===== src/design/psfrl_fifo.sv =====
// Small register FIFO used between front and back and in front of the result port.
// No dependencies.
module psfrl_fifo #(
  parameter int WIDTH = 8,
  parameter int DEPTH = 2
) (
  input  logic             clk,
  input  logic             rst_n,
  input  logic             push,
  input  logic [WIDTH-1:0] wdata,
  input  logic             pop,
  output logic [WIDTH-1:0] rdata,
  output logic             empty,
  output logic             full
);

  localparam int AW = $clog2(DEPTH);

  logic [WIDTH-1:0] mem_r [DEPTH];
  logic [AW-1:0]    wp_r, rp_r;
  logic [AW:0]      cnt_r;
  logic             do_push, do_pop;

  assign full    = (cnt_r == (AW + 1)'(DEPTH));
  assign empty   = (cnt_r == '0);
  assign do_push = push && !full;
  assign do_pop  = pop && !empty;
  assign rdata   = mem_r[rp_r];

  always_ff @(posedge clk) begin
    if (!rst_n) begin
      wp_r  <= '0;
      rp_r  <= '0;
      cnt_r <= '0;
    end else begin
      if (do_push) begin
        wp_r <= (wp_r == AW'(DEPTH - 1)) ? '0 : wp_r + AW'(1);
      end
      if (do_pop) begin
        rp_r <= (rp_r == AW'(DEPTH - 1)) ? '0 : rp_r + AW'(1);
      end
      if (do_push && !do_pop) begin
        cnt_r <= cnt_r + (AW + 1)'(1);
      end else if (do_pop && !do_push) begin
        cnt_r <= cnt_r - (AW + 1)'(1);
      end
    end
  end

  always_ff @(posedge clk) begin
    if (do_push) begin
      mem_r[wp_r] <= wdata;
    end
  end

endmodule


===== config.mk =====
export PLATFORM = sky130hd
export DESIGN_NAME = psfrl_fifo
export DESIGN_NICKNAME = d
export VERILOG_FILES = /design/src/design/psfrl_fifo.sv
export SDC_FILE = /design/constraint.sdc
export NUM_CORES = 1
export LEC_CHECK = 0
export ABC_AREA = 0
export BUFFER_PORTS_ARGS = -buffer_cell sky130_fd_sc_hd__buf_4
export CAP_MARGIN = 25
export CORE_MARGIN = 5
export CORE_UTILIZATION = 52
export DETAILED_ROUTE_END_ITERATION = 7
export PLACE_DENSITY = 0.79
export SYNTH_ARGS = -nofsm -noshare
export SYNTH_HDL_FRONTEND = slang
export SYNTH_SLANG_ARGS = --single-unit

===== constraint.sdc =====
create_clock -name clk -period 4.5 [get_ports clk]
set_clock_uncertainty 0.1 [all_clocks]
set_input_delay 0 -clock clk [delete_from_list [all_inputs] [get_ports clk]]
set_output_delay 0 -clock clk [all_outputs]
set_load 0.03 [all_outputs]

==> impl_metrics.csv, run 1 <==
group,metric,value,unit
status,status,"finished, final reports clean",
timing,max_freq,479,MHz
pwr,p_per_area,548,nW/um2
worst_hold_path,hold_path_class,"input port to flop",
worst_setup_path,worstPathMaxFanout,9,
global_routing,grt_overflow_total,0,
floorplanning,die-area,2450,um2
synth,yosysMostFrequentCell,"edfxtp_1",
timing,setup_tns,0,ns
synth,synth_cells,50,
route,drt_iter0_markers,10,
global_routing,grt_max_degree,12,
floorplanning,dieHeight,49.5,um
pwr,leakage,0.000440,uW
worst_setup_path,cp-end-kind,"flop",
synth,yosysSeqAreaShare,71.7,%
floorplanning,start_util,54.4,%
synth,synth_edf_count,16,
floorplanning,fp.dieW,49.5,um
cts,cts_inserted_buffers,3,
timing,finalCritPeriodShare,46.4,%
cts,cts_tree,"done",
cts,cts_buffer_depth,2,
floorplanning,io_pins,22,
synth,yosysWarnings,0,
timing,grt_setup_unrepaired,"false",
cts,clock_sinks,21,
pwr,vdd_drop_max,425,uV
worst_setup_path,endpoint,"wp_r",
global_routing,grt_pass1_wl,2330,um
synth,synthesis.nets,63,
synth,avgSynthCellArea,16.2,um2
cells_and_area,diodes,0,
timing,min_period,2.09,ns
place,port_buffers,21,
worst_setup_path,critPathLaunchType,"flop",
cells_and_area,area_delta_synth_final,36.9,%
worst_setup_path,cp.required,4.65,ns
flow_run,maxCapViolCount,0,
timing,setup_viol,0,
route,drtAntennaViolNets,0,
global_routing,grt_antenna_before_repair,0,
global_routing,grt_pass1_vias,531,
timing,finalHoldViolCount,0,
cts,htreeDepth,1,
route,vias,506,
route,wl,1430,um
place,gp_congestion,0.753,
timing,tightest_slew,0.682,ns
route,post-route-drc-count,0,
floorplanning,core_area,1490,um2
floorplanning,rows,14,
synth,synth_flop_cell,"edfxtp_1",
route,viasPerCell,5.06,
worst_setup_path,r2r-start,"cnt_r[0]",
synth,synthArstFlopShare,0,%
cts,ctsResizeCount,0,
route,dr.pass1.iters,2,
timing,report.final.slew_viol_count,0,
place,post-dp-hpwl,998,um
cells_and_area,final_util,74.5,%
cells_and_area,fill_cells,108,
synth,synth_common_cells,"edfxtp_1 (16), mux2_2 (8), dfxtp_1 (5)",
synth,synth_top_area_share,59.4,%
worst_setup_path,r2r.worst_path.cells,5,
synth,synth_top_area_cell,"edfxtp_1",
synth,synth.area.top_cells,"edfxtp_1 (59%), dfxtp_1 (12%), mux2_2 (11%), and2_1 (2.3%), xnor2_1 (2.2%)",
cts,clkTransAtPathRegs,0.11,ns
cells_and_area,drive_above_1_share,40.5,%
worst_setup_path,reg2reg_slack,2.41,ns
synth,ys_types,20,
cts,root_buffer,"clkbuf_4",
cells_and_area,nets,98,
synth,syn_area,810,um2
timing,maxSlewHeadroom,54.3,%
worst_setup_path,critPathKind,"flop to flop",
synth,ys_ff_latch,21,
global_routing,track_usage,12.7,%
route,wire_per_inst,14.3,um
worst_setup_path,worst_ep_arrival_time,2.24,ns
worst_setup_path,timing.rr.end,"wp_r",
cts,insertion_delay,0.30,ns
worst_setup_path,worstSetupStartpoint,"cnt_r[0]",
## stage by stage
| step | hold WS (ns) | cells | total power, uW | setup slack (ns) | cell area (um2) |
|---|---|---|---|---|---|
| 5_1_grt | 0.0980 | 100 | 640 | 2.25 | 1110 |
| 3_3_place_gp | 0.0852 | 86 | 509 | 2.90 | 982 |
| 3_5_place_dp | 0.0899 | 86 | 516 | 2.82 | 982 |
| 6_report | 0.0793 | 100 | 607 | 2.41 | 1110 |
| 2_1_floorplan | -0.00113 | 50 | 438 | 2.85 | 810 |
| 4_1_cts | 0.0740 | 100 | 613 | 2.42 | 1110 |
## cell type report
type | count | area [um2] | area share, %
inverters | 2 | 7.51 | 0.677
repair buffers | 31 | 258 | 23.3
well taps | 16 | 20.0 | 1.81
multi-input cells | 26 | 216 | 19.5
flip-flops and latches | 21 | 581 | 52.4
clock buffers | 4 | 26.3 | 2.37
## placed cells by master, fill, tap and decap left out, types with 2 or more instances in the layout
cell | synthesis | routed
buf_4 | 0 | 21
edfxtp_1 | 16 | 16
dlygate4sd3_1 | 0 | 10
mux2_2 | 8 | 8
dfxtp_1 | 5 | 5
and2_1 | 3 | 3
clkbuf_4 | 0 | 3
nor2_1 | 2 | 2
xnor2_1 | 2 | 2
## worst max-delay path: stages, from the launching register on
cell           delay [ns]
dfxtp_1              0.44
nand2b_1             0.18
inv_2                0.06
nor3_2               0.52
o21a_1               0.22
dlygate4sd3_1        0.53
## cell families (layout without fill, tap and decap cells)
kind of cell	after synthesis	in the layout	synth area share, %
compound gates	5	5	4.02
xor+xnor	3	3	3.25
fa+ha+maj	1	1	1.55
buf+inv	3	37	1.54
flops	21	21	71.7
mux	8	8	11.1
simple gates	9	9	6.80
## power by group
group          total (uW)  switching [uW]  internal (uW)
Combinational         244             131            112
Clock                88.6            54.1           34.6
Sequential            275            27.2            248
Total                 607             212            395
## repair_timing
action                    4_1_cts  5_1_grt
hold buffers                   10        0
setup buffers                   0        0
hold endpoints to repair       21        0
## flip-flops by register name, indices dropped and copies added, names as in the netlist, named ones only
name and cells:
cnt_r 2, rp_r 1, wp_r 1, mem_r 16
## worst min path at each step
stage	slack (ns)	cells past startpoint	from	end
global placement	0.09	1	wdata[7]	mem_r[0][7]
detailed placement	0.09	1	wdata[5]	mem_r[1][5]
floorplan	-0.001	0	wdata[0]	mem_r[0][0]
CTS	0.07	3	push	mem_r[0][5]
global route	0.1	3	push	mem_r[0][0]
finish	0.08	3	push	mem_r[0][7]
## routing by layer
layer | wire length, um | track usage, % | part of all wire (%)
met1 | 596 | 14.1 | 42
met2 | 696 | 21.2 | 49
met3 | 107 | 4.52 | 7.5
met4 | 26 | 6.55 | 1.8
met5 | 0 | 0 | 0
Note: power is estimated with default switching activity, not from simulation.
==> run 2, diff against run 1 <==
--- a/config.mk
+++ b/config.mk
@@ -9,9 +9,9 @@
 export BUFFER_PORTS_ARGS = -buffer_cell sky130_fd_sc_hd__buf_4
 export CAP_MARGIN = 25
 export CORE_MARGIN = 5
-export CORE_UTILIZATION = 52
+export CORE_UTILIZATION = 49
 export DETAILED_ROUTE_END_ITERATION = 7
-export PLACE_DENSITY = 0.79
+export PLACE_DENSITY = 0.75
 export SYNTH_ARGS = -nofsm -noshare
 export SYNTH_HDL_FRONTEND = slang
 export SYNTH_SLANG_ARGS = --single-unit
==> constraint.sdc (replaced) <==
create_clock -name clk -period 2 [get_ports clk]
set_clock_uncertainty 0.1 [all_clocks]
set_input_delay 0 -clock clk [delete_from_list [all_inputs] [get_ports clk]]
set_output_delay 0 -clock clk [all_outputs]
set_load 0.03 [all_outputs]
==> run 2 against run 1 <==
Register-to-register slack worse by 2.2 ns. Setup slack worse by 2.2 ns. Wire length is 8.8% higher. First-iteration DRC count is 70% lower. Clock power is 120% higher. Worst hold slack better by 0.013 ns. Maximum frequency is 20% higher. Non-clock buffer count is 1 higher. Global-route usage is 0.98 points higher. Critical endpoint is now cnt_r[1]. Largest power group unchanged.
==> impl_metrics.csv, run 2 (synthesis results as in run 1) <==
group,metric,value,unit
timing,setup_tns,0,ns
floorplanning,die-area,2560,um2
flow_run,maxCapViolCount,0,
cells_and_area,final_cell_mix,"buf_4 (22), edfxtp_1 (16), dlygate4sd3_1 (10)",
timing,tightest_slew,0.416,ns
timing,report.final.slew_viol_count,0,
worst_setup_path,r2r-start,"cnt_r[0]",
route,drt_iter0_markers,3,
cells_and_area,nets,99,
global_routing,grt_pass1_wl,2590,um
worst_hold_path,hp-start,"pop",
cts,insertion_delay,0.29,ns
global_routing,grt_overflow_total,0,
global_routing,grt_antenna_before_repair,0,
cells_and_area,fill_cells,106,
worst_setup_path,worstSetupStartpoint,"cnt_r[0]",
cells_and_area,regMostFlops,"mem_r",
cts,root_buffer,"clkbuf_4",
floorplanning,dieHeight,50.6,um
worst_setup_path,critPathLaunchType,"flop",
pwr,p_per_area,1230,nW/um2
worst_setup_path,worstPathMaxFanout,5,
cts,cts_buffer_depth,2,
place,pre_cts_ws,0.312,ns
timing,fin_ws,0.254,ns
floorplanning,rows,14,
timing,max_freq,573,MHz
timing,setup_viol,0,
timing,min_period,1.75,ns
cts,cts_inserted_buffers,3,
global_routing,grt_max_degree,13,
cells_and_area,largest_reg_flops,16,
route,post-route-drc-count,0,
status,status,"finished, final reports clean",
route,drtAntennaViolNets,0,
floorplanning,io_pins,22,
place,gp_congestion,0.679,
worst_setup_path,worst_ep_arrival_time,1.88,ns
place,port_buffers,21,
cells_and_area,multi_input_area,216,um2
floorplanning,core_area,1540,um2
cells_and_area,diodes,0,
timing,maxSlewHeadroom,72.3,%
worst_setup_path,cp-end-kind,"flop",
timing,grt_setup_unrepaired,"false",
global_routing,track_usage,13.7,%
cells_and_area,final_util,72.5,%
worst_setup_path,cpPeakStageDelay,0.43,ns
cells_and_area,top_regs,"mem_r (16), cnt_r (2)",
floorplanning,start_util,52.5,%
cells_and_area,seq_area,581,um2
worst_setup_path,critPathKind,"flop to flop",
pwr,vdd_drop_max,824,uV
global_routing,grt_pass1_vias,576,
floorplanning,fp.dieW,50.6,um
route,vias,514,
cells_and_area,mostFrequentLayoutCell,"buf_4",
cells_and_area,drive_above_1_share,42.4,%
route,viasPerCell,5.09,
pwr,leakage,0.000448,uW
cts,htreeDepth,1,
cells_and_area,area_delta_synth_final,38.0,%
place,post-dp-hpwl,999,um
worst_hold_path,hold_path_class,"input port to flop",
timing,finalHoldViolCount,0,
pwr,power,1380,uW
worst_setup_path,cp.required,2.13,ns
worst_setup_path,slowest_stage,"dfxtp_1",
route,wl,1550,um
timing,finalCritPeriodShare,87.3,%
cts,cts_tree,"done",
worst_setup_path,path_cells,"nand2b_1 > inv_2 > nor2_1 > ha_1 > or3_1 > a21boi_1",
cts,clock_sinks,21,
route,wire_per_inst,15.4,um
cts,clkTransAtPathRegs,0.12,ns
route,dr.pass1.iters,2,
timing,whs,0.0923,ns
[run 2: layout make-up]
type | instances | area share [%]
flip-flops and latches | 21 | 52.0
repair buffers | 32 | 23.7
multi-input cells | 26 | 19.4
clock buffers | 3 | 2.02
well taps | 16 | 1.79
inverters | 2 | 0.672
clock inverters | 1 | 0.448
[run 2: worst paths after layout]
check	endpoint	slack (ns)	depth (start not counted)
worst max-delay path	cnt_r[1]	0.25	6
worst min-delay path	rp_r	0.09	4
worst max register to register	cnt_r[1]	0.25	6
worst min register to register	cnt_r[1]	0.46	2
[run 2: worst max-delay path: cells and delay by family (launching register included)]
kind            cells  cell delay (ns)
simple gates        3             0.65
flops               1             0.43
fa+ha+maj           1             0.26
compound gates      1             0.16
buf+inv             1             0.08
[run 2: stage by stage]
step / area [um2] / instances
2_1_floorplan: 810 / 50
3_3_place_gp: 990 / 87
3_5_place_dp: 990 / 87
4_1_cts: 1120 / 101
5_1_grt: 1120 / 101
6_report: 1120 / 101
[run 2: what timing repair did]
action,4_1_cts,5_1_grt
buffers inserted,0,0
hold buffers,10,0
endpoints found under the hold margin,21,0
resized for setup,0,0
[run 2: power breakdown]
part	switching (uW)	internal, uW	total [uW]
Combinational	308	260	568
Sequential	56.7	556	613
Clock	124	74.4	198
[run 2: routing by layer]
| layer | wire (um) | share of wire [%] | GRT usage (%) |
|---|---|---|---|
| met5 | 0 | 0 | 0 |
| met4 | 14 | 0.90 | 5.11 |
| met3 | 81 | 5.2 | 2.96 |
| met2 | 893 | 58 | 26.4 |
| met1 | 564 | 36 | 13.9 |
