`config.mk`:
```
export PLATFORM = sky130hd
export DESIGN_NAME = psfrl_front
export DESIGN_NICKNAME = d
export VERILOG_FILES = /design/src/design/psfrl_pkg.sv /design/src/design/psfrl_front.sv
export SDC_FILE = /design/constraint.sdc
export NUM_CORES = 1
export LEC_CHECK = 0
export ABC_AREA = 1
export BUFFER_PORTS_ARGS = -buffer_cell sky130_fd_sc_hd__buf_2
export CELL_PAD_IN_SITES_DETAIL_PLACEMENT = 1
export CELL_PAD_IN_SITES_GLOBAL_PLACEMENT = 2
export CORE_ASPECT_RATIO = 1.75
export CORE_MARGIN = 3
export CORE_UTILIZATION = 42
export CTS_CLUSTER_SIZE = 16
export DETAILED_ROUTE_END_ITERATION = 12
export GPL_ROUTABILITY_DRIVEN = 0
export MAX_ROUTING_LAYER = met4
export PLACE_DENSITY_LB_ADDON = 0.1
export SLEW_MARGIN = 20
export SYNTH_ARGS = -nofsm -noshare
export SYNTH_HDL_FRONTEND = slang
export SYNTH_SLANG_ARGS = --single-unit
```
`constraint.sdc`:
```
create_clock -name clk -period 20.5 [get_ports clk]
set_input_delay 1.025 -clock clk [delete_from_list [all_inputs] [get_ports clk]]
set_output_delay 1.025 -clock clk [all_outputs]
set_load 0.03 [all_outputs]
```
`src/design/psfrl_pkg.sv`:
```
// Package of the per-source flood rate limiter.
// Holds codes, constants, register reset values and the structs shared by the top, front and back modules.
// No dependencies.
package psfrl_pkg;

  localparam logic [7:0]  PROTO_TCP      = 8'd6;
  localparam logic [7:0]  PROTO_UDP      = 8'd17;
  localparam logic [15:0] GAME_PORT_LOW  = 16'd25565;
  localparam logic [15:0] GAME_PORT_HIGH = 16'd25600;
  localparam logic [15:0] SSH_PORT       = 16'd22;
  localparam logic [15:0] DNS_PORT       = 16'd53;

  localparam logic [31:0] HASH_MULT = 32'h9E37_79B1;
  localparam int          HASH_BITS = 24;

  localparam logic [31:0] RST_SYN_WINDOW = 32'd1000000000;
  localparam logic [15:0] RST_SYN_LIMIT  = 16'd100;
  localparam logic [31:0] RST_UDP_WINDOW = 32'd1000000000;
  localparam logic [15:0] RST_UDP_LIMIT  = 16'd200;
  localparam logic [15:0] RST_DNS_LIMIT  = 16'd50;
  localparam logic [31:0] RST_HS_WINDOW  = 32'd200000000;
  localparam logic [15:0] RST_HS_LIMIT   = 16'd5;

  typedef enum logic [2:0] {
    CFG_SYN_WINDOW = 3'd0,
    CFG_SYN_LIMIT  = 3'd1,
    CFG_UDP_WINDOW = 3'd2,
    CFG_UDP_LIMIT  = 3'd3,
    CFG_DNS_LIMIT  = 3'd4,
    CFG_HS_WINDOW  = 3'd5,
    CFG_HS_LIMIT   = 3'd6
  } cfg_idx_t;

  typedef enum logic [2:0] {
    RSN_NONE = 3'd0,
    RSN_SYN  = 3'd1,
    RSN_HS   = 3'd2,
    RSN_UDP  = 3'd3,
    RSN_SSH  = 3'd4
  } reason_t;

  typedef struct packed {
    logic [31:0] syn_window;
    logic [15:0] syn_limit;
    logic [31:0] udp_window;
    logic [15:0] udp_limit;
    logic [15:0] dns_limit;
    logic [31:0] hs_window;
    logic [15:0] hs_limit;
  } cfg_t;

  typedef struct packed {
    logic        ok;
    logic        syn_op;
    logic        hs_op;
    logic        ssh_op;
    logic        udp_op;
    logic        dns;
    logic [31:0] src;
    logic [15:0] dport;
    logic [63:0] now;
  } cls_t;

  typedef struct packed {
    logic        drop;
    reason_t     reason;
    logic [31:0] banned_addr;
    logic        rep_valid;
    logic [15:0] rep_port;
  } res_t;

endpackage

```
`src/design/psfrl_front.sv`:
```
// Front part: accepts header summaries, classifies them and hashes the source to table slots.
// Depends on psfrl_pkg.
module psfrl_front #(
  parameter int BAN_DEPTH  = 4096,
  parameter int RATE_DEPTH = 4096
) (
  input  logic                          clk,
  input  logic                          rst_n,
  input  logic                          busy,
  input  logic                          in_push,
  output logic                          in_full,
  input  logic                          frame_ok,
  input  logic                          transport_ok,
  input  logic [31:0]                   source_addr,
  input  logic [7:0]                    ip_protocol,
  input  logic                          flag_syn,
  input  logic                          flag_ack,
  input  logic                          flag_psh,
  input  logic [15:0]                   dest_port,
  input  logic [15:0]                   payload_length,
  input  logic [7:0]                    payload_first,
  input  logic [7:0]                    payload_second,
  input  logic [63:0]                   time_ns,
  input  logic                          q_full,
  output logic                          q_push,
  output psfrl_pkg::cls_t               q_cls,
  output logic [$clog2(BAN_DEPTH)-1:0]  q_ban_slot,
  output logic [$clog2(RATE_DEPTH)-1:0] q_rate_slot
);

  localparam int HB = psfrl_pkg::HASH_BITS;
  localparam int SB = $clog2(BAN_DEPTH);
  localparam int SR = $clog2(RATE_DEPTH);
  localparam logic [63:0] MB = ((64'd1 << (HB + SB)) + 64'(BAN_DEPTH) - 64'd1) / 64'(BAN_DEPTH);
  localparam logic [63:0] MR = ((64'd1 << (HB + SR)) + 64'(RATE_DEPTH) - 64'd1) /
                               64'(RATE_DEPTH);
  localparam logic [HB-1:0] DB = HB'(BAN_DEPTH);
  localparam logic [HB-1:0] DR = HB'(RATE_DEPTH);

  psfrl_pkg::cls_t cls_in, c0_r, c1_r, c2_r;
  logic            v0_r, v1_r, v2_r;
  logic            adv, acc, tcp, udp, psh_pay, game;
  logic [31:0]     h1_r;
  logic [63:0]     hprod;
  logic [HB-1:0]   hb1, hb2_r, qb2_r, qr2_r;
  logic [2*HB:0]   pb, pr;
  logic [HB-1:0]   rb, rr;
  logic [16:0]     first_p1;

  assign tcp      = (ip_protocol == psfrl_pkg::PROTO_TCP) && transport_ok;
  assign udp      = (ip_protocol == psfrl_pkg::PROTO_UDP) && transport_ok;
  assign psh_pay  = tcp && flag_psh && (payload_length != 16'd0);
  assign first_p1 = {9'd0, payload_first} + 17'd1;
  assign game     = psh_pay && (dest_port >= psfrl_pkg::GAME_PORT_LOW) &&
                    (dest_port <= psfrl_pkg::GAME_PORT_HIGH) &&
                    (payload_length >= 16'd2) && (first_p1 <= {1'b0, payload_length}) &&
                    (payload_second == 8'd0);

  always_comb begin
    cls_in        = '0;
    cls_in.ok     = frame_ok;
    cls_in.syn_op = tcp && flag_syn && !flag_ack;
    cls_in.hs_op  = game;
    cls_in.ssh_op = psh_pay && (dest_port == psfrl_pkg::SSH_PORT);
    cls_in.udp_op = udp;
    cls_in.dns    = (dest_port == psfrl_pkg::DNS_PORT);
    cls_in.src    = source_addr;
    cls_in.dport  = dest_port;
    cls_in.now    = time_ns;
  end

  assign adv     = !(v2_r && q_full);
  assign in_full = busy || !adv;
  assign acc     = in_push && !in_full;

  assign hprod = {32'd0, c0_r.src} * {32'd0, psfrl_pkg::HASH_MULT};
  assign hb1   = h1_r[31:32-HB];
  assign pb    = hb1 * MB[HB:0];
  assign pr    = hb1 * MR[HB:0];

  always_ff @(posedge clk) begin
    if (!rst_n) begin
      v0_r <= 1'b0;
      v1_r <= 1'b0;
      v2_r <= 1'b0;
    end else if (adv) begin
      v0_r <= acc;
      v1_r <= v0_r;
      v2_r <= v1_r;
    end
  end

  always_ff @(posedge clk) begin
    if (adv) begin
      c0_r  <= cls_in;
      c1_r  <= c0_r;
      h1_r  <= hprod[31:0];
      c2_r  <= c1_r;
      hb2_r <= hb1;
      qb2_r <= HB'(pb >> (HB + SB));
      qr2_r <= HB'(pr >> (HB + SR));
    end
  end

  assign rb          = hb2_r - HB'(qb2_r * DB);
  assign rr          = hb2_r - HB'(qr2_r * DR);
  assign q_push      = v2_r && !q_full;
  assign q_cls       = c2_r;
  assign q_ban_slot  = rb[SB-1:0];
  assign q_rate_slot = rr[SR-1:0];

endmodule

```
==> results of run 1 <==
==> report_power, final <==
group | switching (mW) | internal [mW]
combinational | 0.639 | 0.395
clock | 0.268 | 0.341
sequential | 0.0319 | 0.984
==> flip-flops by register name, indices dropped and copies added (netlist names) <==
name / flops
v1_r: 1
h1_r: 12
hb2_r: 12
v0_r: 1
q_cls: 118
v2_r: 1
c0_r: 118
c1_r: 118
==> layout by cell type (no fill, tap or decap), types with 2 or more instances in the layout <==
master | Yosys | routed
nand4_1 | 14 | 14
ha_1 | 99 | 99
xnor2_1 | 13 | 13
clkbuf_1 | 0 | 7
a21o_1 | 2 | 2
fa_1 | 54 | 54
o211ai_1 | 2 | 2
nor4_1 | 7 | 7
a21oi_1 | 20 | 20
nor2_1 | 29 | 29
and3_1 | 2 | 2
clkinv_2 | 0 | 7
inv_1 | 171 | 171
buf_2 | 0 | 305
xor2_1 | 14 | 14
clkinv_8 | 0 | 2
dfxtp_1 | 3 | 3
nor3_1 | 5 | 5
nor3b_1 | 2 | 2
nand2_1 | 73 | 72
edfxtp_1 | 378 | 378
clkinv_1 | 0 | 5
o21ai_0 | 5 | 5
clkbuf_16 | 0 | 35
nand3_1 | 19 | 19
o21bai_1 | 2 | 2
a31oi_1 | 2 | 2
bufinv_16 | 0 | 2
==> worst max-delay path, cell delays in order (launching register included) <==
cell and delay (ps):
edfxtp_1 580, inv_1 120, fa_1 540, inv_1 40
ha_1 210, fa_1 540, inv_1 50, fa_1 480
inv_1 60, fa_1 500, fa_1 540, inv_1 50
fa_1 490, inv_1 40, ha_1 380, nand2_1 110
inv_1 100, nand3_1 100, o211ai_1 200, a21o_1 130
inv_1 40, nand2_1 50, nand2_1 40
==> worst paths after layout <==
check	endpoint	cells after the start
hold / removal	q_cls[103]$_DFFE_PN_	0
setup reg to reg	h1_r[19]$_DFFE_PN_	22
hold reg to reg	q_cls[103]$_DFFE_PN_	0
setup / recovery	h1_r[19]$_DFFE_PN_	22
==> routing by layer <==
metal	up-vias	part of all wire, %	global-route usage [%]
li1	3948	-	-
met1	4160	35	17.94
met2	205	58	32.90
met3	43	4.2	2.761
met4	0	3.0	6.223
met5	-	0	-
==> through the flow <==
stage / instance area (µm²) / setup slack (ps) / hold WS [ps]
after floorplan: 15630 / 8265 / 400.3
after global placement: 17700 / 14880 / 400.2
after detailed placement: 17700 / 14830 / 405.6
after CTS: 18760 / 14820 / 409.9
after global routing: 18770 / 14570 / 411.7
final: 18770 / 14860 / 407.0
==> layout make-up <==
class / instances / area (µm²) / share of cell area, %
tap: 470 / 588.1 / 3.134
antenna: 1 / 2.502 / 0.01333
multi-input combinational: 374 / 3493 / 18.61
timing repair buffer: 308 / 1565 / 8.341
sequential: 381 / 11410 / 60.80
clock buffer: 42 / 902.1 / 4.807
clock inverter: 18 / 162.7 / 0.8667
inverter: 171 / 641.9 / 3.420
==> cells by family after synthesis <==
group / Yosys count
AOI/OAI and AO/OA: 40
xor gates and xnor gates: 27
adders and majority gates: 153
buffers and inverters: 183
DFF: 381
and+or+nand+nor: 154
==> reports/results.txt, run 1 <==
Worst Skew - 15.71 ps
Leak - 8.312 nW
Clk root buf - clkbuf_16
CP arrival - 5910 ps
Finished Core Util - 51.59%
Final setup viols - 0
Pre-antenna DRT Iters - 6
Syn_nets - 1253
Die Width - 151.8 µm
Setup Crit Path Kind - reg -> reg
Adder-cell share of the synthesized area - 14.84%
#FFs+latches synth - 381
Pwr Total - 2.660 mW
Layout cell share with drive strength beyond 1 - 27.90%
Sequential cell area fraction in the yosys report - 73.01%
Worst min path class - reg -> reg
Yosys top cell area share - 72.63%
Synth cell types - 32
Async SR Flop Fraction - 0%
Gr usage total - 17.29%
Post-DRT Antenna Nets - 0
CP startpoint kind - flip-flop
Post-synthesis compound-gate area fraction - 1.545%
Area Growth Syn to Fin - 20.08%
Max-slew headroom - 35.69%
Power Dens Cells - 141.7 nW/µm²
Commonest cells in the netlist - 378 x edfxtp_1, 171 x inv_1, 99 x ha_1
Largest net degree at the start of global routing - 181
Worst r2r src - c0_r[81]$_DFFE_PN_
Worst Setup End Kind - flip-flop
Crit-path max FO - 8
CTS resizes - 0
Slew Viols, Final - 0
I/O Buffers - 305
Num rows - 92
Non-Filler Instances - 1765
Io pins - 306
Max cap viols - 0
H-Tree Depth - 2
Number of global-route vias before repair - 8702
Filler cells - 3650
Final worst path period share - 27.52%
Postcts setup bufs - 0
Worst slew pin tran - 964.7 ps
Clock sinks - 381
Die height - 261.2 µm
Synth area leaders - edfxtp_1 73%, ha_1 7.9%, fa_1 6.9%
Grt ovf - 0
Nets - 1585
Clock-pin slew of the registers on the worst-case setup and hold paths - 60 ps
Core area - 36370 µm²
Run status - finished clean
Max Clock Freq - 177.3 MHz
Worst skew pair latency - 510 ps
Area share of xor/xnor cells in the synthesized design - 1.513%
# hold bufs at CTS - 0
Fin. Hold Viols - 0
Most frequent cell after synthesis - edfxtp_1
Wire per inst - 19.35 µm
EDFF count, synth - 378
Die ar. - 39650 µm²
Via Count - 8356
# DRC - 0
Min cycle time layout - 5642 ps
YS warnings - 0
Cell count after synthesis - 938
Initial antenna violation count - 1
Post-synthesis simple-gate area fraction - 4.403%
Largest family of logic cells by synthesized area - adder cells
CTS tree - done
First-pass GRT wire length - 50.51 mm
RSZ-0062 raised after global routing - false
Worst setup startpoint - c0_r[81]$_DFFE_PN_
Mapped Avg Cell Area - 16.66 µm²
FF-to-FF setup slack - 14860 ps
Placed insts - 1704
Mux cell area share after synthesis - 0%
Min-delay src - c1_r[103]$_DFFE_PN_
WP data required - 20770 ps
Final TNS setup - 0 ps
Clk buf depth - 3
Initial core utilization - 42.97%
Hpwl dp - 26.57 mm
1st-iter DRT viols - 486
TritonCTS Buffers - 34
Number of vias per cell - 4.734
Drt total wl - 34.16 mm
VDD IR-drop max - 0.08566 mV
Post-synth design cell area - 15630 µm²
Most used DFF post-synth - edfxtp_1
Synth area leader - edfxtp_1
Note: power is estimated with default switching activity, not from simulation.
==> inputs of run 2 (changes only) <==
--- a/config.mk
+++ b/config.mk
@@ -11,7 +11,7 @@
 export CELL_PAD_IN_SITES_GLOBAL_PLACEMENT = 2
 export CORE_ASPECT_RATIO = 1.75
 export CORE_MARGIN = 3
-export CORE_UTILIZATION = 42
+export CORE_UTILIZATION = 39
 export CTS_CLUSTER_SIZE = 16
 export DETAILED_ROUTE_END_ITERATION = 12
 export GPL_ROUTABILITY_DRIVEN = 0
==> constraint.sdc (replaced) <==
create_clock -name clk -period 5.4 [get_ports clk]
set_input_delay 0.27 -clock clk [delete_from_list [all_inputs] [get_ports clk]]
set_output_delay 0.27 -clock clk [all_outputs]
set_load 0.03 [all_outputs]
==> reports/results.txt, run 2 (same netlist as run 1, synthesis figures left out) <==
Clk buf depth - 3 (unchanged)
Max cap viols - 0 (unchanged)
Initial antenna violation count - 0 (was 1)
CP startpoint kind - flip-flop (unchanged)
Worst min path class - in -> reg (was reg -> reg)
Worst Setup End Kind - flip-flop (unchanged)
Non-Filler Instances - 1919 (was 1765)
Area of the multi-input gates - 3572 µm² (was 3493 µm²)
Die Width - 157.3 µm (was 151.8 µm)
Min cycle time layout - 5336 ps (was 5642 ps)
Post-DRT Antenna Nets - 0 (unchanged)
Worst Skew - 17.92 ps (was 15.71 ps)
1st-iter DRT viols - 463 (was 486)
Finished Core Util - 51.66% (was 51.59%)
Nets - 1720 (was 1585)
Max-slew headroom - 22.51% (was 35.69%)
Layout cell share with drive strength beyond 1 - 28.20% (was 27.90%)
Fin. Hold Viols - 0 (unchanged)
Setup Crit Path Kind - reg -> reg (unchanged)
Worst slew pin tran - 1162 ps (was 964.7 ps)
Leak - 8.957 nW (was 8.312 nW)
CP arrival - 5610 ps (was 5910 ps)
Initial core utilization - 39.67% (was 42.97%)
Area Growth Syn to Fin - 30.23% (was 20.08%)
Final worst path period share - 98.81% (was 27.52%)
ANT cells - 0 (was 1)
Setup Slack @ Placement - -124.3 ps (was 14830 ps)
Final setup viols - 0 (unchanged)
VDD IR-drop max - 0.4987 mV (was 0.08566 mV)
Hpwl dp - 26.36 mm (was 26.57 mm)
Drt total wl - 35.52 mm (was 34.16 mm)
Num rows - 96 (was 92)
I/O Buffers - 305 (unchanged)
Io pins - 306 (unchanged)
Filler cells - 3924 (was 3650)
Commonest non-fill, non-tap cell in the layout - edfxtp_1 (unchanged)
Wire per inst - 18.51 µm (was 19.35 µm)
Grt ovf - 0 (unchanged)
WP data required - 5670 ps (was 20770 ps)
Pre-antenna DRT Iters - 4 (was 6)
Gr usage total - 16.88% (was 17.29%)
Run status - finished clean (unchanged)
Die ar. - 42610 µm² (was 39650 µm²)
Placed insts - 1740 (was 1704)
First-pass GRT wire length - 52.77 mm (was 50.51 mm)
Power Dens Cells - 556.2 nW/µm² (was 141.7 nW/µm²)
Max Clock Freq - 187.4 MHz (was 177.3 MHz)
Register Area - 11410 µm² (unchanged)
Clock sinks - 381 (unchanged)
Core area - 39400 µm² (was 36370 µm²)
CTS tree - done (unchanged)
Clock-pin slew of the registers on the worst-case setup and hold paths - 70 ps (was 60 ps)
Commonest non-fill, non-tap cells in the layout - 378 x edfxtp_1, 305 x buf_2, 164 x inv_1 (was 378 x edfxtp_1, 305 x buf_2, 171 x inv_1)
Die height - 270.8 µm (was 261.2 µm)
H-Tree Depth - 2 (unchanged)
RSZ-0062 raised after global routing - true (was false)
Number of vias per cell - 4.594 (was 4.734)
Largest net degree at the start of global routing - 199 (was 181)
Via Count - 8816 (was 8356)
TritonCTS Buffers - 37 (was 34)
Crit-path max FO - 4 (was 8)
Clk root buf - clkbuf_16 (unchanged)
Final TNS setup - 0 ps (unchanged)
Number of global-route vias before repair - 9634 (was 8702)
Slew Viols, Final - 0 (unchanged)
Worst skew pair latency - 520 ps (was 510 ps)
Setup slack after layout - 64.09 ps (was 14860 ps)
# DRC - 0 (unchanged)
run 2: cell type report:
cell class | instances | area share [%]
Multi-Input combinational cell | 374 | 17.55
Inverter | 171 | 3.154
Timing Repair Buffer | 440 | 14.03
Clock inverter | 21 | 1.549
Tap cell | 490 | 3.012
Clock buffer | 42 | 4.641
Sequential cell | 381 | 56.06
run 2: power by group:
| group | internal [mW] | switching [mW] |
|---|---|---|
| logic | 2.07 | 2.72 |
| registers | 3.74 | 0.102 |
| clock network | 1.61 | 1.09 |
| total | 7.41 | 3.91 |
run 2: final timing paths:
check | from | endpoint | slack, ps | depth (start not counted)
worst max-delay path | c0_r[86]$_DFFE_PN_ | h1_r[19]$_DFFE_PN_ | 60 | 18
worst min-delay path | dest_port[9] | c0_r[73]$_DFFE_PN_ | 40 | 1
worst max register to register | c0_r[86]$_DFFE_PN_ | h1_r[19]$_DFFE_PN_ | 60 | 18
worst min register to register | c1_r[64]$_DFFE_PN_ | q_cls[64]$_DFFE_PN_ | 400 | 0
run 2: critical path, stage by stage (launching register included):
cell and delay (ps):
edfxtp_1 430, fa_1 580, inv_2 50, fa_1 480, inv_1 50, fa_1 550, inv_2 50, fa_1 500
fa_1 520, fa_1 510, fa_2 540, inv_2 40, ha_4 290, nand3_4 60, o211ai_1 180, a21o_1 140
inv_1 40, nand2_1 50, nand2_1 50
run 2: layer usage:
metal | GRT usage [%] | vias to the layer above | wire length, µm | part of all wire, %
met5 | - | - | 0 | 0
met4 | 7.177 | 0 | 1561 | 4.4
met2 | 31.81 | 207 | 19930 | 56
met3 | 2.273 | 72 | 1447 | 4.1
li1 | - | 4213 | - | -
met1 | 17.08 | 4324 | 12580 | 35
run 2: metrics by stage:
step	cell area [µm²]	total power, mW	hold WS (ps)
after global placement	17860	8.124	400.4
after detailed placement	17860	8.233	405.2
after CTS	20270	11.13	12.97
after floorplan	15640	6.901	368.9
final	20350	11.32	37.15
after global routing	20350	12.17	19.13
run 2: repair_timing:
action / 4_1_cts / 5_1_grt
gates resized for setup: 1 / 20
hold buffers: 113 / 0
pin swaps: 2 / 16
endpoints found under the hold margin: 114 / 0
setup endpoints to repair: 1 / 5
setup buffers: 1 / 2
==> inputs of run 3 (changes only) <==
--- a/config.mk
+++ b/config.mk
@@ -5,13 +5,12 @@
 export SDC_FILE = /design/constraint.sdc
 export NUM_CORES = 1
 export LEC_CHECK = 0
-export ABC_AREA = 1
 export BUFFER_PORTS_ARGS = -buffer_cell sky130_fd_sc_hd__buf_2
 export CELL_PAD_IN_SITES_DETAIL_PLACEMENT = 1
 export CELL_PAD_IN_SITES_GLOBAL_PLACEMENT = 2
 export CORE_ASPECT_RATIO = 1.75
-export CORE_MARGIN = 3
-export CORE_UTILIZATION = 39
+export CORE_MARGIN = 5
+export CORE_UTILIZATION = 40
 export CTS_CLUSTER_SIZE = 16
 export DETAILED_ROUTE_END_ITERATION = 12
 export GPL_ROUTABILITY_DRIVEN = 0
==> reports/results.txt, run 3 <==
Run status - finished clean (unchanged)
TritonCTS Buffers - 35 (was 37)
Max-slew headroom - 50.83% (was 22.51%)
Clk root buf - clkbuf_16 (unchanged)
Sequential cell area fraction in the yosys report - 74.56% (was 73.01%)
# DRC - 0 (unchanged)
Crit path cell chain - inv_1, buf_4, fa_1, inv_1, ha_1, ha_1, fa_1, fa_1, fa_1, inv_1, fa_1, inv_1, ha_1, nand3_1, o21ai_2, a21o_1, a21oi_2, xnor2_1 (was fa_1, inv_2, fa_1, inv_1, fa_1, inv_2, fa_1, fa_1, fa_1, fa_2, inv_2, ha_4, nand3_4, o211ai_1, a21o_1, inv_1, nand2_1, nand2_1)
FF-to-FF setup slack - 190 ps (was 60 ps)
Leak - 8.574 nW (was 8.957 nW)
Commonest non-fill, non-tap cells in the layout - 378 x edfxtp_1, 305 x buf_2, 128 x inv_1 (was 378 x edfxtp_1, 305 x buf_2, 164 x inv_1)
Most frequent cell after synthesis - edfxtp_1 (unchanged)
Final TNS setup - 0 ps (unchanged)
Final worst path period share - 96.41% (was 98.81%)
I/O Buffers - 305 (unchanged)
Wire per inst - 19.29 µm (was 18.51 µm)
Comb power frac - 36.3% (was 42.3%)
Flop pwr share - 38.0% (was 33.9%)
Worst Skew - 15.35 ps (was 17.92 ps)
Drt total wl - 34.74 mm (was 35.52 mm)
Nets - 1609 (was 1720)
Post-synth design cell area - 15300 µm² (was 15630 µm²)
Async SR Flop Fraction - 0% (unchanged)
Max cap viols - 0 (unchanged)
Crit path capture - h1_r[19]$_DFFE_PN_ (unchanged)
Slew Viols, Final - 0 (unchanged)
Core area - 37750 µm² (was 39400 µm²)
Worst r2r src - c0_r[83]$_DFFE_PN_ (was c0_r[86]$_DFFE_PN_)
Largest net degree at the start of global routing - 219 (was 199)
Post-DRT Antenna Nets - 0 (unchanged)
H-Tree Depth - 2 (unchanged)
Metal1 wirelength - 11.61 mm (was 12.58 mm)
Final setup viols - 0 (unchanged)
Grt ovf - 0 (unchanged)
Pwr Total - 10.07 mW (was 11.32 mW)
Crit-path max FO - 3 (was 4)
Clock sinks - 381 (unchanged)
Synth area leader - edfxtp_1 (unchanged)
CP most frequent cell - fa_1 (unchanged)
YS warnings - 0 (unchanged)
Clk buf depth - 3 (unchanged)
EDFF count, synth - 378 (unchanged)
Critical path's slowest cell - fa_1 (unchanged)
Commonest cells in the netlist - 378 x edfxtp_1, 131 x inv_1, 99 x ha_1 (was 378 x edfxtp_1, 171 x inv_1, 99 x ha_1)
First-pass GRT wire length - 51.71 mm (was 52.77 mm)
Detailed route wirelength on metal2 - 20.14 mm (was 19.93 mm)
Num rows - 94 (was 96)
FF-to-FF End - h1_r[19]$_DFFE_PN_ (unchanged)
Io pins - 306 (unchanged)
1st-iter DRT viols - 311 (was 463)
Synth cell types - 39 (was 32)
Die height - 268.8 µm (was 270.8 µm)
Finished Core Util - 53.19% (was 51.66%)
Crit-path max cell delay - 560 ps (was 580 ps)
Most used DFF post-synth - edfxtp_1 (unchanged)
CP startpoint kind - flip-flop (unchanged)
Cell count after synthesis - 822 (was 938)
Worst slew pin tran - 737.6 ps (was 1162 ps)
Number of global-route vias before repair - 9123 (was 9634)
Fin. Hold Viols - 0 (unchanged)
Via Count - 8280 (was 8816)
Area Growth Syn to Fin - 31.22% (was 30.23%)
Worst Setup End Kind - flip-flop (unchanged)
VDD IR-drop max - 0.3014 mV (was 0.4987 mV)
Mapped Avg Cell Area - 18.62 µm² (was 16.66 µm²)
Hold WS - 40.66 ps (was 37.15 ps)
Die ar. - 42420 µm² (was 42610 µm²)
Min cycle time layout - 5206 ps (was 5336 ps)
Switching share of power - 31.57% (was 34.52%)
#FFs+latches synth - 381 (unchanged)
Commonest non-fill, non-tap cell in the layout - edfxtp_1 (unchanged)
Power Dens Cells - 501.3 nW/µm² (was 556.2 nW/µm²)
Initial antenna violation count - 0 (unchanged)
Hpwl dp - 25.33 mm (was 26.36 mm)
Initial core utilization - 40.53% (was 39.67%)
Yosys top cell area share - 74.17% (was 72.63%)
Gr usage total - 16.70% (was 16.88%)
Clk pwr share - 25.8% (was 23.8%)
Setup Crit Path Kind - reg -> reg (unchanged)
CTS tree - done (unchanged)
Synth area leaders - edfxtp_1 74%, ha_1 8.1%, fa_1 7.1% (was edfxtp_1 73%, ha_1 7.9%, fa_1 6.9%)
Max Clock Freq - 192.1 MHz (was 187.4 MHz)
Die Width - 157.9 µm (was 157.3 µm)
Worst skew pair latency - 530 ps (was 520 ps)
Clock-pin slew of the registers on the worst-case setup and hold paths - 70 ps (about the same)
Worst min path class - in -> reg (unchanged)
Internal - 6.889 mW (was 7.413 mW)
Number of vias per cell - 4.597 (was 4.594)
Pre-antenna DRT Iters - 4 (unchanged)
Psw - 3.178 mW (was 3.907 mW)
Syn_nets - 1137 (was 1253)
Met3 WL - 1.644 mm (was 1.447 mm)
Worst setup startpoint - c0_r[83]$_DFFE_PN_ (was c0_r[86]$_DFFE_PN_)
Layout cell share with drive strength beyond 1 - 31.19% (was 28.20%)
ANT cells - 0 (unchanged)
CP arrival - 5490 ps (was 5610 ps)
WP data required - 5690 ps (was 5670 ps)
Path depth of the worst reg2reg path - 18 (unchanged)
Highest layer used for signal routing - met4 (unchanged)
## run 3: metal layers
metal,GRT usage [%],vias to the layer above
li1,-,3911
met1,17.28,4064
met2,31.39,227
met3,2.232,78
met4,6.772,0
met5,-,-
## run 3: worst min-delay path by stage
stage	cells after the start	slack (ps)	start	end
final	2	40	ip_protocol[1]	c0_r[113]$_DFFE_PN_
after global routing	2	30	ip_protocol[2]	c0_r[113]$_DFFE_PN_
after CTS	2	10	ip_protocol[1]	c0_r[113]$_DFFE_PN_
after detailed placement	0	410	c1_r[83]$_DFFE_PN_	q_cls[83]$_DFFE_PN_
after global placement	0	400	c1_r[41]$_DFFE_PN_	q_cls[41]$_DFFE_PN_
after floorplan	0	370	time_ns[0]	c0_r[0]$_DFFE_PN_
## run 3: cell type report
| type | instances | area (µm²) |
|---|---|---|
| multi-input combinational | 298 | 3441 |
| clock inverter | 26 | 325.3 |
| sequential | 381 | 11410 |
| clock buffer | 38 | 887.1 |
| timing repair buffer | 447 | 2925 |
| fill | 3642 | 17670 |
| inverter | 131 | 491.7 |
| tap | 480 | 600.6 |
## run 3: stage by stage
step	area, µm²	std cells	setup slack, ps
floorplan	15320	822	49.79
global placement	17520	1614	52.89
detailed placement	17520	1614	-24.74
CTS	19880	1792	1.662
global route	20080	1801	-12.50
finish	20080	1801	193.8
## run 3: timing repair
action                     4_1_cts  5_1_grt
hold buffers                   114        0
setup buffers                    0        8
hold endpoints to repair       116        0
setup endpoints to repair        1        4
pin swaps                        1       23
resized for setup                0       20
## run 3: kinds of logic (layout without fill, tap and decap cells)
family                     count (synthesis)  after routing  synth area share, %
adders and majority gates                153            153                15.16
DFF                                      381            381                74.56
xor gates and xnor gates                  40             40                2.289
buffers and inverters                    143            642                3.802
AOI/OAI and AO/OA                         30             30                1.594
muxes                                      1              1              0.06541
and+or+nand+nor                           74             74                2.526
## run 3: worst max-delay path, delay by kind of cell, from the launching register on
kind            cells  cell delay [ps]
flops               1              350
fa+ha+maj           8             3560
xor+xnor            1              120
compound gates      3              430
buf+inv             5              380
simple gates        1              110
## run 3: power by group through the flow
stage,Sequential [mW],Clock (mW),Combinational (mW)
CTS,3.83,2.68,3.48
global route,3.85,2.83,4.13
detailed placement,3.89,0,3.40
floorplan,4.08,0,2.41
global placement,3.87,0,3.28
finish,3.82,2.59,3.65
